File: src/rtl/core/xmpt_pkg.sv
`default_nettype none

package xmpt_pkg;

  localparam int unsigned WORD_W = 32;
  localparam int unsigned REG_ADDR_W = 3;
  localparam logic [WORD_W-1:0] SEED_WORD = 32'h1357_9BDF;

  typedef enum logic [0:0] {
    OP_START = 1'b0,
    OP_STEP  = 1'b1
  } opcode_e;

  typedef enum logic [1:0] {
    PH_IDLE  = 2'd0,
    PH_WRITE = 2'd1,
    PH_READ  = 2'd2
  } phase_e;

  typedef enum logic [1:0] {
    ACT_IDLE   = 2'd0,
    ACT_WRITE  = 2'd1,
    ACT_READ   = 2'd2,
    ACT_FINISH = 2'd3
  } action_e;

  typedef enum logic [1:0] {
    ST_OK       = 2'd0,
    ST_INVALID  = 2'd1,
    ST_MISMATCH = 2'd2
  } status_e;

  typedef enum logic [0:0] {
    REG_WINDOW_BASE = 1'b0,
    REG_WINDOW_END  = 1'b1
  } reg_idx_e;

  typedef struct packed {
    action_e           action;
    logic [WORD_W-1:0] mem_address;
    logic [WORD_W-1:0] wr_word;
    status_e           status;
    logic [WORD_W-1:0] fail_address;
    logic [WORD_W-1:0] expected_word;
    logic [WORD_W-1:0] actual_word;
  } result_t;

  function automatic logic [WORD_W-1:0] xorshift32(input logic [WORD_W-1:0] v);
    logic [WORD_W-1:0] t;
    t = v ^ (v << 13);
    t = t ^ (t >> 17);
    t = t ^ (t << 5);
    return t;
  endfunction

endpackage

`default_nettype wire

File: src/rtl/core/xmpt_skid.sv
`default_nettype none

module xmpt_skid (
  input  wire logic             clk_i,
  input  wire logic             rst_ni,
  input  wire logic             in_valid_i,
  output      logic             in_stall_o,
  input  wire xmpt_pkg::result_t in_data_i,
  output      logic             out_valid_o,
  input  wire logic             out_stall_i,
  output      xmpt_pkg::result_t out_data_o
);
  import xmpt_pkg::*;

  logic    main_valid_q, main_valid_d;
  logic    skid_valid_q, skid_valid_d;
  result_t main_q, main_d;
  result_t skid_q, skid_d;
  logic    out_free;
  logic    in_xfer;

  assign in_stall_o  = skid_valid_q;
  assign in_xfer     = in_valid_i && !skid_valid_q;
  assign out_free    = !main_valid_q || !out_stall_i;
  assign out_valid_o = main_valid_q;
  assign out_data_o  = main_q;

  always_comb begin
    main_valid_d = main_valid_q;
    skid_valid_d = skid_valid_q;
    main_d       = main_q;
    skid_d       = skid_q;
    if (out_free) begin
      if (skid_valid_q) begin
        // drain the skid entry first, input is stalled meanwhile
        main_d       = skid_q;
        main_valid_d = 1'b1;
        skid_valid_d = 1'b0;
      end else if (in_xfer) begin
        main_d       = in_data_i;
        main_valid_d = 1'b1;
      end else begin
        main_valid_d = 1'b0;
      end
    end else if (in_xfer) begin
      // hold the waiting result, park the new one
      skid_d       = in_data_i;
      skid_valid_d = 1'b1;
    end
  end

  always_ff @(posedge clk_i or negedge rst_ni) begin
    if (!rst_ni) begin
      main_valid_q <= 1'b0;
      skid_valid_q <= 1'b0;
    end else begin
      main_valid_q <= main_valid_d;
      skid_valid_q <= skid_valid_d;
    end
  end

  always_ff @(posedge clk_i) begin
    main_q <= main_d;
    skid_q <= skid_d;
  end

endmodule

`default_nettype wire

File: config.mk
export PLATFORM = sky130hd
export DESIGN_NAME = xmpt_skid
export DESIGN_NICKNAME = d
export VERILOG_FILES = /design/src/rtl/core/xmpt_pkg.sv /design/src/rtl/core/xmpt_skid.sv
export SDC_FILE = /design/constraint.sdc
export NUM_CORES = 1
export LEC_CHECK = 0
export CORE_ASPECT_RATIO = 1.5
export CORE_MARGIN = 2
export CORE_UTILIZATION = 62
export DETAILED_ROUTE_END_ITERATION = 10
export DONT_BUFFER_PORTS = 1
export GPL_ROUTABILITY_DRIVEN = 0
export PLACE_DENSITY = 0.88
export SYNTH_ARGS = -nofsm -noshare
export SYNTH_HDL_FRONTEND = slang
export SYNTH_SLANG_ARGS = --single-unit
File: constraint.sdc
create_clock -name clk_i -period 15.2 [get_ports clk_i]
set_input_delay 3.8 -clock clk_i [delete_from_list [all_inputs] [get_ports clk_i]]
set_output_delay 3.8 -clock clk_i [all_outputs]
set_load 0.05 [all_outputs]
==> metrics.csv <==
metric,value,unit
leakage,4.59,nW
yosysWarnings,0,
final-hold-violation-count,0,
die-height,177,um
drive_above_1_share,0.387,
placement_rows,63,
regArea,9900,um^2
finalCritPeriodShare,0.334,
end_kind,primary output,
cap_violations,0,
status,"complete, no violations",
cts-hold-fix-buffers,0,
drtPass1Iterations,4,
dp_hpwl,14.6,mm
synth.distinct_cells,10,
worst_pin_slew,1140,ps
core_area,19600,um^2
die-area,21100,um^2
synth_xor_area_frac,0,
cts_buffer_depth,3,
yosys-top-cells-count,"edfxtp_1 (328), mux2_4 (101), mux2_2 (63)",
hp-class,register to register,
rsz0062_at_grt,false,
muxShareOfSynthArea,0.180,
cts.sinks,330,
worst_slack,10130,ps
synth_nets,685,
syn_to_final_growth,9.00,%
synth.top_cell.area_share,0.797,
antenna_found_initial,0,
grt_max_degree,91,
synth_area_leaders,"edfxtp_1 (80%), mux2_4 (12%), mux2_2 (5.7%)",
synth_compound_area_frac,0.00223,
fmaxAchievable,197,MHz
viasPerCell,5.92,
required,11400,ps
utilization,0.686,
first_global_vias,5014,
synthArstFlopShare,0.00606,
overflow,0,
wire_per_inst,26.8,um
period_needed,5070,ps
ir_worst_vdd,0.123,mV
htreeDepth,1,
cts_setup_buffers,0,
clk-insertion-delay-late,540,ps
synth.avg_cell_area,23.9,um^2
start_kind,register,
fin_nets,704,
syn_inst,517,
die_w,119,um
dpl_worst_slack,9920,ps
routed_wl,21.8,mm
hold_ws,548,ps
cts.reportedPaths.clkPinSlew,70,ps
final.setup.tns,0,ps
cts_buffers,29,
clockRootBuffer,clkbuf_16,
num_vias,4829,
skew,9.34,ps
fin_cells,816,
dp.cells,765,
post_cts_resized,0,
drtIter0Drc,359,
slew_headroom,0.239,
io_pins,334,
synth_top_family_by_area,multiplexers,
drcViolationCount,0,
critPathKind,register to primary output,
netlist_area,12400,um^2
power_density,151,nW/um^2
cts_tree,done,
slew_viol_final,0,
start_util,0.629,
port_buffers,0,
synthFlopType,edfxtp_1,
postRouteAntennaNets,0,
grt_pass1_wl,31.3,mm
setup_viol,0,
seq_area_frac_synth,0.801,
synth-simple-area-share,0.000810,
critPathMaxFanout,5,
yosysTopAreaCell,edfxtp_1,
ys_ff_latch,330,
synth_most_common_cell,edfxtp_1,
antennaDiodeCount,0,
fillCellCount,1137,
crit_arrival,1270,ps
synthAdderAreaFrac,0,
multi_input_area,2280,um^2
grt_usage,0.197,
synth_edf_count,328,
## routing by layer
metal,GRT usage,up-vias,share of wire
met2,0.356,250,0.54
met4,0.0675,0,0.028
met3,0.0706,52,0.093
met1,0.215,2419,0.34
met5,0,-,0
li1,-,2108,-
## cells in the final DEF (no fill, tap or decap), drive strengths merged
master / instances
buf: 7
edfxtp: 328
inv: 2
dfrtp: 2
clkinv: 13
o211a: 1
mux2: 164
clkinvlp: 2
and4b: 1
clkbuf: 32
bufinv: 2
a2bb2oi: 1
a211o: 1
## cell families (layout without fill, tap and decap cells)
| group | Yosys count | count (layout) |
|---|---|---|
| DFF | 330 | 330 |
| muxes | 164 | 164 |
| buffers and inverters | 19 | 58 |
| AOI/OAI and AO/OA | 3 | 3 |
| and+or+nand+nor | 1 | 1 |
## power breakdown
part,internal [mW],switching (mW)
Clock,0.384,0.308
Combinational,0.0554,0.0527
Sequential,1.08,0.155
## flip-flops by register name (all words and copies together) (netlist names)
signal and count:
out_valid_o 1, out_data_o 164, skid_q 164, in_stall_o 1
## through the flow
step                area, um^2  total power, mW
floorplan                12400             1.35
global placement         12600             1.35
detailed placement       12600             1.36
CTS                      13500             2.05
global route             13500             2.10
finish                   13500             2.04
## layout make-up
| cell class | count | area share |
|---|---|---|
| clock buffer | 32 | 0.0547 |
| clock inverter | 19 | 0.0119 |
| multi-input combinational | 168 | 0.170 |
| sequential | 330 | 0.736 |
| tap | 260 | 0.0242 |
| timing repair buffer | 7 | 0.00390 |
## path summary, 6_finish.rpt
path                            depth (start not counted)         from  slack [ps]             end
worst min register to register                          1   skid_q[82]         550  out_data_o[82]
min in group asynchronous                               0       rst_ni        2950     out_valid_o
worst min-delay path                                    1   skid_q[82]         550  out_data_o[82]
worst max-delay path                                    0  out_valid_o       10130     out_valid_o
max in group asynchronous                               0       rst_ni       12170      in_stall_o
worst max register to register                          3   in_stall_o       12140  out_data_o[43]
## worst reg2reg max path, delay by kind of cell, from the launching register on
| kind | cells | cell delay, ps |
|---|---|---|
| buffers and inverters | 2 | 1810 |
| DFF | 1 | 520 |
| muxes | 1 | 480 |
Note: power is estimated with default switching activity, not from simulation.
